### src/periodic_task_due_scheduler_assert.svh
// Assertion macros shared by the scheduler RTL.
`ifndef PERIODIC_TASK_DUE_SCHEDULER_ASSERT_SVH
`define PERIODIC_TASK_DUE_SCHEDULER_ASSERT_SVH

// Same-cycle implication, checked on every rising edge outside reset.
`define PDTS_ASSERT_NOW(lbl, clk, rstn, ante, cons, msg) \
  lbl: assert property (@(posedge clk) disable iff (!rstn) (ante) |-> (cons)) else $error(msg);

// Next-cycle implication, checked on every rising edge outside reset.
`define PDTS_ASSERT_NEXT(lbl, clk, rstn, ante, cons, msg) \
  lbl: assert property (@(posedge clk) disable iff (!rstn) (ante) |=> (cons)) else $error(msg);

`endif

### src/pdts_pkg.sv
// Shared constants, request codes and types of the periodic task due scheduler.
package pdts_pkg;

  localparam int NumTasks = 16;
  localparam int IdxW     = 4;
  localparam int CountW   = 5;
  localparam int TickW    = 16;
  localparam int MsW      = 32;
  localparam int ScanMax  = (NumTasks < 16) ? NumTasks : 16;

  localparam logic [1:0] ReqTick   = 2'd0;
  localparam logic [1:0] ReqScan   = 2'd1;
  localparam logic [1:0] ReqReport = 2'd2;
  localparam logic [1:0] ReqSet    = 2'd3;

  typedef struct packed {
    logic [TickW-1:0] interval;
    logic [MsW-1:0]   limit;
    logic [TickW-1:0] tick_stamp;
    logic [MsW-1:0]   ms_stamp;
  } entry_t;

  typedef struct packed {
    logic             cfg_en;
    logic             stamp_en;
    logic [IdxW-1:0]  idx;
    logic [TickW-1:0] interval;
    logic [MsW-1:0]   limit;
    logic [TickW-1:0] tick_stamp;
    logic [MsW-1:0]   ms_stamp;
  } tbl_wr_t;

endpackage

### src/pdts_table.sv
// Task table: interval/limit memory and stamp memory with registered reads.
module pdts_table (
  input  logic                          clk_i,
  input  pdts_pkg::tbl_wr_t             wr_i,
  input  logic                          rd_en_i,
  input  logic [pdts_pkg::IdxW-1:0]     rd_idx_i,
  output pdts_pkg::entry_t              rd_entry_o
);

  logic [pdts_pkg::TickW+pdts_pkg::MsW-1:0] cfg_mem   [pdts_pkg::NumTasks];
  logic [pdts_pkg::TickW+pdts_pkg::MsW-1:0] stamp_mem [pdts_pkg::NumTasks];
  logic [pdts_pkg::TickW+pdts_pkg::MsW-1:0] cfg_rd_q;
  logic [pdts_pkg::TickW+pdts_pkg::MsW-1:0] stamp_rd_q;

  always_ff @(posedge clk_i) begin
    if (wr_i.cfg_en) begin
      cfg_mem[wr_i.idx] <= {wr_i.interval, wr_i.limit};
    end
    if (rd_en_i) begin
      cfg_rd_q <= cfg_mem[rd_idx_i];
    end
  end

  always_ff @(posedge clk_i) begin
    if (wr_i.stamp_en) begin
      stamp_mem[wr_i.idx] <= {wr_i.tick_stamp, wr_i.ms_stamp};
    end
    if (rd_en_i) begin
      stamp_rd_q <= stamp_mem[rd_idx_i];
    end
  end

  assign rd_entry_o = {cfg_rd_q, stamp_rd_q};

endmodule

### src/pdts_eval.sv
// Due check of one task entry against the tick counter and the current time.
module pdts_eval (
  input  pdts_pkg::entry_t             entry_i,
  input  logic [pdts_pkg::TickW-1:0]   tick_i,
  input  logic [pdts_pkg::MsW-1:0]     now_i,
  output logic                         due_o
);

  logic [pdts_pkg::TickW-1:0] dt_tick;
  logic [pdts_pkg::MsW-1:0]   dt_ms;

  assign dt_tick = tick_i - entry_i.tick_stamp;
  assign dt_ms   = now_i - entry_i.ms_stamp;
  assign due_o   = (dt_tick >= entry_i.interval) || (dt_ms >= entry_i.limit);

endmodule

### src/periodic_task_due_scheduler.sv
// Top level of the periodic task due scheduler.
// Tick, set and report beats give no result.
// A scan reads one table entry per cycle unless the output stalls; each result passes the table
// read register and the output register, and the input stays stalled until the last result leaves.
// Output stalls pause the entry reads; the rate is set by the single table read port.
// Reset clears the tick counter, task_count and the control state; table entries need no clearing.
module periodic_task_due_scheduler (
  input  logic                            clk_i,
  input  logic                            rst_ni,
  input  logic                            in_valid_i,
  output logic                            in_stall_o,
  input  logic [1:0]                      req_type_i,
  input  logic [pdts_pkg::IdxW-1:0]       task_index_i,
  input  logic [pdts_pkg::TickW-1:0]      interval_ticks_i,
  input  logic [pdts_pkg::MsW-1:0]        limit_ms_i,
  input  logic [pdts_pkg::MsW-1:0]        now_ms_i,
  input  logic                            run_ok_i,
  output logic                            out_valid_o,
  input  logic                            out_stall_i,
  output logic [pdts_pkg::IdxW-1:0]       out_task_o,
  output logic                            due_o,
  output logic                            entry_valid_o,
  output logic                            last_o,
  input  logic                            psel,
  input  logic                            penable,
  input  logic                            pwrite,
  input  logic [2:0]                      paddr,
  input  logic [31:0]                     pwdata,
  output logic [31:0]                     prdata,
  output logic                            pready
);

  `include "periodic_task_due_scheduler_assert.svh"

  localparam logic StIdle = 1'b0;
  localparam logic StScan = 1'b1;

  logic                          state_q, state_d;
  logic [pdts_pkg::CountW-1:0]   task_count_q, task_count_d;
  logic [pdts_pkg::TickW-1:0]    tick_q, tick_d;
  logic [pdts_pkg::MsW-1:0]      now_q, now_d;
  logic [pdts_pkg::IdxW-1:0]     idx_q, idx_d;
  logic [pdts_pkg::IdxW-1:0]     last_idx_q, last_idx_d;
  logic                          empty_q, empty_d;
  logic                          out_valid_q, out_valid_d;
  logic [pdts_pkg::IdxW-1:0]     out_task_q;
  logic                          due_q, entry_valid_q, last_q;

  logic                          in_acc, scan_acc, cfg_wr, slot_free, emit;
  logic                          res_last, eval_due;
  logic [pdts_pkg::CountW-1:0]   active;
  logic                          rd_en;
  logic [pdts_pkg::IdxW-1:0]     rd_idx;
  pdts_pkg::tbl_wr_t             tbl_wr;
  pdts_pkg::entry_t              rd_entry;

  assign in_stall_o = (state_q == StScan);
  assign in_acc     = in_valid_i && !in_stall_o;
  assign scan_acc   = in_acc && (req_type_i == pdts_pkg::ReqScan);
  assign cfg_wr     = psel && penable && pwrite && pready && (paddr[2] == 1'b0);
  assign pready     = 1'b1;
  assign prdata     = (paddr[2] == 1'b0) ? {{(32-pdts_pkg::CountW){1'b0}}, task_count_q} : '0;

  assign active = (task_count_q > pdts_pkg::CountW'(pdts_pkg::ScanMax))
                  ? pdts_pkg::CountW'(pdts_pkg::ScanMax) : task_count_q;

  assign slot_free = !out_valid_q || !out_stall_i;
  assign emit      = (state_q == StScan) && slot_free;
  assign res_last  = empty_q || (idx_q == last_idx_q);

  assign rd_en  = scan_acc || (emit && !res_last);
  assign rd_idx = scan_acc ? '0 : idx_q + 1'b1;

  always_comb begin
    tbl_wr            = '0;
    tbl_wr.idx        = task_index_i;
    tbl_wr.interval   = interval_ticks_i;
    tbl_wr.limit      = limit_ms_i;
    if (in_acc && ({1'b0, task_index_i} < pdts_pkg::CountW'(pdts_pkg::NumTasks))) begin
      case (req_type_i)
        pdts_pkg::ReqSet: begin
          tbl_wr.cfg_en   = 1'b1;
          tbl_wr.stamp_en = 1'b1;
        end
        pdts_pkg::ReqReport: begin
          tbl_wr.stamp_en   = run_ok_i;
          tbl_wr.tick_stamp = tick_q;
          tbl_wr.ms_stamp   = now_ms_i;
        end
        default: begin
        end
      endcase
    end
  end

  pdts_table u_table (
    .clk_i      (clk_i),
    .wr_i       (tbl_wr),
    .rd_en_i    (rd_en),
    .rd_idx_i   (rd_idx),
    .rd_entry_o (rd_entry)
  );

  pdts_eval u_eval (
    .entry_i (rd_entry),
    .tick_i  (tick_q),
    .now_i   (now_q),
    .due_o   (eval_due)
  );

  always_comb begin
    state_d      = state_q;
    task_count_d = cfg_wr ? pwdata[pdts_pkg::CountW-1:0] : task_count_q;
    tick_d       = tick_q;
    now_d        = now_q;
    idx_d        = idx_q;
    last_idx_d   = last_idx_q;
    empty_d      = empty_q;
    out_valid_d  = out_valid_q && out_stall_i;
    if (in_acc && (req_type_i == pdts_pkg::ReqTick)) begin
      tick_d = tick_q + 1'b1;
    end
    if (scan_acc) begin
      state_d    = StScan;
      now_d      = now_ms_i;
      idx_d      = '0;
      empty_d    = (active == '0);
      last_idx_d = pdts_pkg::IdxW'(active - 1'b1);
    end
    if (emit) begin
      out_valid_d = 1'b1;
      if (res_last) begin
        state_d = StIdle;
      end else begin
        idx_d = idx_q + 1'b1;
      end
    end
  end

  always_ff @(posedge clk_i or negedge rst_ni) begin
    if (!rst_ni) begin
      state_q      <= StIdle;
      task_count_q <= '0;
      tick_q       <= '0;
      out_valid_q  <= 1'b0;
      idx_q        <= '0;
      last_idx_q   <= '0;
      empty_q      <= 1'b0;
    end else begin
      state_q      <= state_d;
      task_count_q <= task_count_d;
      tick_q       <= tick_d;
      out_valid_q  <= out_valid_d;
      idx_q        <= idx_d;
      last_idx_q   <= last_idx_d;
      empty_q      <= empty_d;
    end
  end

  always_ff @(posedge clk_i) begin
    now_q <= now_d;
    if (emit) begin
      out_task_q    <= empty_q ? '0 : idx_q;
      due_q         <= !empty_q && eval_due;
      entry_valid_q <= !empty_q;
      last_q        <= res_last;
    end
  end

  assign out_valid_o   = out_valid_q;
  assign out_task_o    = out_task_q;
  assign due_o         = due_q;
  assign entry_valid_o = entry_valid_q;
  assign last_o        = last_q;

  `PDTS_ASSERT_NEXT(a_scan_enters, clk_i, rst_ni, scan_acc, state_q == StScan, "scan beat did not start a scan")
  `PDTS_ASSERT_NOW(a_idx_bound, clk_i, rst_ni, (state_q == StScan) && !empty_q, idx_q <= last_idx_q, "scan index passed the last active task")
  `PDTS_ASSERT_NOW(a_empty_result, clk_i, rst_ni, out_valid_o && !entry_valid_o, !due_o && last_o && (out_task_o == '0), "empty scan result is malformed")
  `PDTS_ASSERT_NEXT(a_tick_step, clk_i, rst_ni, in_acc && (req_type_i == pdts_pkg::ReqTick), tick_q == $past(tick_q) + 16'd1, "tick beat did not advance the counter")

endmodule
### config.mk
export PLATFORM = sky130hd
export DESIGN_NAME = periodic_task_due_scheduler
export DESIGN_NICKNAME = d
export VERILOG_FILES = /design/src/pdts_pkg.sv /design/src/pdts_table.sv /design/src/pdts_eval.sv /design/src/periodic_task_due_scheduler.sv
export VERILOG_INCLUDE_DIRS = /design/src /design/src/src
export SDC_FILE = /design/constraint.sdc
export NUM_CORES = 2
export LEC_CHECK = 0
export BUFFER_PORTS_ARGS = -buffer_cell sky130_fd_sc_hd__buf_2
export CAP_MARGIN = 20
export CORE_AREA = 5 5 366 368
export CTS_BUF_LIST = sky130_fd_sc_hd__clkbuf_2
export DETAILED_ROUTE_END_ITERATION = 7
export DIE_AREA = 0 0 371 373
export PLACE_DENSITY = 0.71
export SYNTH_ARGS = -nofsm -noshare
export SYNTH_HDL_FRONTEND = slang
export SYNTH_SLANG_ARGS = --single-unit
### constraint.sdc
create_clock -name clk_i -period 7 [get_ports clk_i]
set_input_delay 0.7 -clock clk_i [delete_from_list [all_inputs] [get_ports clk_i]]
set_output_delay 0.7 -clock clk_i [all_outputs]
set_load 0.02 [all_outputs]
**Yosys cells after proc, flatten, opt, wreduce, memory -nomap -nowiden**

Memories as Yosys holds them, arrays and structs flattened. A register that Yosys moved wholly into a read port is not among the register bits.
Index checks and enable logic that the tools add are counted.

- Magnitude comparators: 3
- Reduce and logical (&&, ||, !) cells: 21
- Add/sub/neg operators: 5
- Eq/ne operators: 4
- Bitwise gates (word level): 1
- Multiplexer cells: 19

Operators by type and width:

| operator | number |
|---|---|
| 48-bit 2-to-1 mux | 2 |
| 32-bit >= comparator | 1 |
| 32-bit subtractor | 1 |
| 16-bit by 1-bit adder with 16-bit output, second input constant | 1 |
| 16-bit >= comparator | 1 |
| 4-bit 2-to-1 mux | 4 |
| 16-bit subtractor | 1 |
| 1-bit logical AND | 10 |
| 5-bit 2-to-1 mux | 2 |
| 1-bit 2-to-1 mux | 9 |
| 5-bit > comparator, second input constant | 1 |
| 1-bit zero test | 5 |
| 5-bit zero test | 1 |
| 4-bit by 1-bit adder with 4-bit output, second input constant | 1 |
| 2-bit == test, second input constant | 2 |
| 4-bit == test | 1 |
| 1-bit logical OR | 4 |
| 4-bit by 1-bit subtractor with 4-bit output, second input constant | 1 |
| 2-bit by 1-bit == test with 1-bit output, second input constant | 1 |
| 2-bit zero test | 1 |
| 2-bit 2-to-1 mux | 1 |
| 1-bit one-hot mux with 2 select lines | 1 |
| 1-bit inverter | 1 |

- Memories kept: 2
- Flip-flop bits (word level): 71
- RAM bits: 1536
- Output and inout bits: 42

Memories:

| name | words | bits a word | rd ports | clocked after Yosys merged registers in | wr ports | line | source |
|---|---|---|---|---|---|---|---|
| u_table.cfg_mem | 16 | 48 | 1 | 1 | 1 | pdts_table.sv:10 | `logic [pdts_pkg::TickW+pdts_pkg::MsW-1:0] cfg_mem [pdts_pkg::NumTasks];` |
| u_table.stamp_mem | 16 | 48 | 1 | 1 | 1 | pdts_table.sv:11 | `logic [pdts_pkg::TickW+pdts_pkg::MsW-1:0] stamp_mem [pdts_pkg::NumTasks];` |

**Logic depth before layout (Yosys ltp)**

- Depth in word-level cells: 6
- Mapped depth: 19
- Mapped depth without buffers: 19

**Modules after synthesis**

Synthesis repeated with hierarchy kept, for this count alone.

- Cell total of the unflattened synthesis: 3283
- Area total of the unflattened synthesis: 67432.2 um^2

Modules (own cells, without submodules):

| module | cells each | area each (um^2) | instances |
|---|---|---|---|
| pdts_table | 2484 | 60417.9 | 1 |
| pdts_eval | 524 | 3676.0 | 1 |
| periodic_task_due_scheduler | 275 | 3338.2 | 1 |

**Least setup slack after synthesis**

Ideal clock, no wire load.

- Path type: input to register
- Start: input port task_index_i[3] in the netlist's numbering
- End: memory u_table.cfg_mem[8][0] in the netlist's numbering (enable)
- Setup slack: 1749 ps
- Buffers on the path: 1
- Cell stages on the path: 4
- Arrival: 4738 ps
- Setup time: 513 ps
- Path through: clkbuf_1 -> nand2b_1 -> or3_1 -> nor3_1

RTL lines:

| element | line | source |
|---|---|---|
| from (decl) | periodic_task_due_scheduler.sv:13 | `input logic [pdts_pkg::IdxW-1:0] task_index_i,` |
| to (decl) | pdts_table.sv:10 |  |

No word-level cell before the write port.

**Final worst setup path**

- Start: register state_q (netlist: in_stall_o)
- End: register u_table.stamp_rd_q[16] in the netlist's numbering (read register of u_table.stamp_mem) (data pin)

- Cells in the longest elaborated chain, start to end: 4
- Elaborated cells between the ends (all ways): 7

RTL lines:

| element | line | source |
|---|---|---|
| from (decl) | periodic_task_due_scheduler.sv:38 | `logic state_q, state_d;` |
| from (signal assigned) | periodic_task_due_scheduler.sv:142 | `state_q <= StIdle;` |
| from (signal assigned) | periodic_task_due_scheduler.sv:150 | `state_q <= state_d;` |
| 1-bit zero test | periodic_task_due_scheduler.sv:58 | `assign in_acc = in_valid_i && !in_stall_o;` |
| 1-bit logical AND | periodic_task_due_scheduler.sv:58 |  |
| 1-bit logical AND | periodic_task_due_scheduler.sv:59 | `assign scan_acc = in_acc && (req_type_i == pdts_pkg::ReqScan);` |
| 4-bit 2-to-1 mux / 1-bit logical OR (equally long branches) | periodic_task_due_scheduler.sv:72, periodic_task_due_scheduler.sv:71 |  |
| to (decl) | pdts_table.sv:13 | `logic [pdts_pkg::TickW+pdts_pkg::MsW-1:0] stamp_rd_q;` |

Parallel ways exist; a longest one is shown, timed or not.
A chain may end at the register's enable or synchronous reset.

==> results.py <==
metrics = {
    "synthesis": {
        "syn-cell-area_um2": 71100,
        "ys_seq_elements": 1703,
        "async_flop_share_pct": 1.88,
        "yosysSeqAreaShare_pct": 71.7,
        "synth.area.top_cells": "edfxtp_1 71%, mux4_2 3.0%, nor2_1 2.4%",
        "yosysWarnings": 0,
        "syn_area_per_cell_um2": 14.1,
        "synth_top_cell_area_share_pct": 70.5,
        "ys_types": 67,
        "synth-edff-count": 1671,
        "synth_top_cell_by_area": "edfxtp_1",
        "synth_ff_type": "edfxtp_1",
        "postSynthCellCount": 5029,
    },
    "placed_design": {
        "numPortBuffers": 113,
        "dp_hpwl_um": 87200,
        "place_congestion": 0.851,
        "dpl_cell_area_um2": 73400,
    },
    "grt": {
        "grtUsageTotal_pct": 24.8,
        "grt_overflow_total": 0,
        "grt_pass1_wl_um": 259000,
        "grt_max_degree": 239,
        "grt_antenna_before_repair": 9,
        "first_global_vias": 42998,
    },
    "hold_path": {
        "worst_hold_startpoint": "now_ms_i[16]",
        "hold_path_class": "in -> reg",
        "min_path_cells": 3,
        "whs_endpoint": "u_table.stamp_mem[2][16]",
    },
    "routing": {
        "first_pass_iters": 6,
        "vias": 44523,
        "met1Wirelength_um": 69200,
        "met3WireLength_um": 16800,
        "first_iter_violations": 4796,
        "drc": 0,
        "ant_nets": 0,
        "wl_met2_um": 84300,
        "vias_per_cell": 5.91,
        "wirelength_um": 174000,
        "wl_per_cell_um": 23.1,
        "dr.max_layer_used": "met5",
    },
    "timing": {
        "max_slew_margin_pct": 19.9,
        "hold_viol": 0,
        "setup_viol": 0,
        "min_period_over_period_pct": 81.5,
        "worst_slew_pin_slew_ns": 1.20,
        "clock.fmax_mhz": 175,
        "fin_tns_setup_ns": 0,
        "rsz0062_at_grt": "no",
        "final_max_slew_viol_count": 0,
        "period_needed_ns": 5.71,
        "skew_ns": 0.193,
    },
    "cts": {
        "cts_tree": "built",
        "clk_pin_slew_ns": 0.10,
        "root_buffer": "clkbuf_2",
        "clock-sinks": 1703,
        "worstSkewPairLatency_ns": 1.78,
        "cts.repair.resized": 0,
        "ctsHoldBuffers": 202,
        "post-cts-setup-buffers": 0,
        "cts_buffer_depth": 4,
        "cts_max_level": 5,
        "cts_buffers": 419,
    },
    "power": {
        "p_per_area_nw_per_um2": 359,
        "leakage_nw": 27.0,
        "vdd_ir_drop_max_mv": 0.355,
    },
    "worst_setup_path": {
        "critPathMostFrequentCell": "dlygate4sd3_1",
        "crit_fanout": 161,
        "slowest_stage": "dlygate4sd3_1",
        "cpLargestDelayFamily": "buffers and inverters",
        "crit_path_cell_trace": "nor3b_2 -> dlygate4sd3_1 -> nand2_2 -> dlygate4sd3_1 -> inv_12 -> nor2_4 -> buf_4 -> buf_12 -> a31oi_1 -> mux4_2",
        "arrival_ns": 7.03,
        "cpPeakStageDelay_ns": 0.88,
        "worstReg2RegStart": "in_stall_o",
        "crit_type": "reg -> reg",
        "cp_num_buf_inv": 5,
        "worstPathRequired_ns": 8.33,
        "startpoint_type": "flop",
        "reg2reg_setup_slack_ns": 1.29,
        "end_kind": "flop",
        "worstRegToRegCells": 10,
        "r2r_end": "u_table.stamp_rd_q[16]",
    },
    "cells_and_area": {
        "drive_gt1_share_pct": 16.3,
        "multi_input_area_um2": 18600,
        "synthToLayoutAreaGrowth_pct": 11.0,
        "seq_area_um2": 51000,
        "fin_area_um2": 78900,
        "final.fill_count": 9964,
        "final_core_util_pct": 60.5,
        "nets": 5725,
    },
    "run": {
        "max_cap_violations": 0,
    },
    "status": {
        "outcome": "finished clean",
    },
    "floorplan": {
        "start_util_pct": 54.5,
        "dieArea_um2": 138000,
        "rows": 133,
        "core_um2": 130000,
        "die_x_um": 371,
        "ios": 171,
        "die_y_um": 373,
    },
}
## layer usage
metal	global-route usage, %	vias up
li1	-	20196
met1	34.2	21845
met2	40.0	2216
met3	5.26	264
met4	7.83	2
met5	0	-
## through the flow
| stage | power (mW) | instances | worst slack, ns | hold slack (ns) |
|---|---|---|---|---|
| after floorplan | 19.2 | 5055 | 1.75 | 0.404 |
| after global placement | 22.0 | 6627 | 2.14 | 0.481 |
| after detailed placement | 22.2 | 6629 | 1.99 | 0.493 |
| after CTS | 28.4 | 7526 | 1.35 | 0.00689 |
| after global routing | 30.0 | 7529 | 1.06 | 0.118 |
| final | 28.3 | 7532 | 1.29 | 0.275 |
## worst reg2reg max path, cell delays in order, from the launching register on
cell,delay (ns)
dfrtp_1,0.44
nor3b_2,0.07
dlygate4sd3_1,0.66
nand2_2,0.22
dlygate4sd3_1,0.88
inv_12,0.31
nor2_4,0.88
buf_4,0.43
buf_12,0.46
a31oi_1,0.44
mux4_2,0.56
## area by class of cell
class | count | area share, %
clock inverters | 111 | 0.663
multi-input cells | 2874 | 23.5
clock buffers | 584 | 3.70
well taps | 1755 | 2.78
flip-flops and latches | 1703 | 64.6
inverters | 117 | 0.572
repair buffers | 382 | 4.15
diodes | 6 | 0.0190
## synth_stat cells (32+ instances only)
master    number
a211oi_1     196
a21oi_1      252
a31oi_1      201
and2_1       221
clkbuf_1     279
dfrtp_1       32
edfxtp_1    1671
ha_1          97
inv_1        116
mux4_2        96
nand2_1      429
nand2b_1     201
nand3_1       33
nor2_1       457
o21ai_0      216
o311ai_0     194
xnor2_1       45
## registers in the layout, summed over array words and instances, names as in the netlist, 5 cells and up
signal	flops
tick_q	16
now_q	32
u_table.cfg_rd_q	48
u_table.stamp_mem	768
task_count_q	5
u_table.stamp_rd_q	48
u_table.cfg_mem	768
## cell usage in the layout (no fill, tap or decap), types with 54 or more instances in the layout
cell	count
edfxtp_1	1671
clkbuf_2	584
nor2_1	429
nand2_1	427
a21oi_1	252
and2_1	221
o21ai_0	216
a31oi_1	201
nand2b_1	200
dlygate4sd3_1	200
a211oi_1	196
o311ai_0	194
inv_1	116
buf_2	113
ha_1	97
mux4_2	96
clkinv_1	87
buf_4	54
## worst max path at each step
stage,cells past startpoint,to,startpoint
2_1_floorplan,4,u_table.cfg_mem[8][0],task_index_i[3]
3_3_place_gp,15,due_o,now_q[8]
3_5_place_dp,15,due_o,now_q[8]
4_1_cts,10,u_table.stamp_rd_q[16],in_stall_o
5_1_grt,10,u_table.stamp_rd_q[16],in_stall_o
6_report,10,u_table.stamp_rd_q[16],in_stall_o
## kinds of logic after synthesis
logic type / count (synthesis) / synth area share (%)
flip-flops: 1703 / 71.7
AND/OR/NAND/NOR: 1439 / 9.48
AO/OA/AOI/OAI: 1140 / 10.4
buffers and inverters: 478 / 2.76
multiplexers: 105 / 3.18
adder cells (fa/ha/maj): 99 / 1.76
XOR/XNOR: 63 / 0.776
other: 2 / 0.0106
## where the power goes
group          internal (mW)  switching [mW]
registers               11.9           0.269
clock network           2.33            3.75
logic                   3.65            6.43
(Power assumes the default switching activity.)
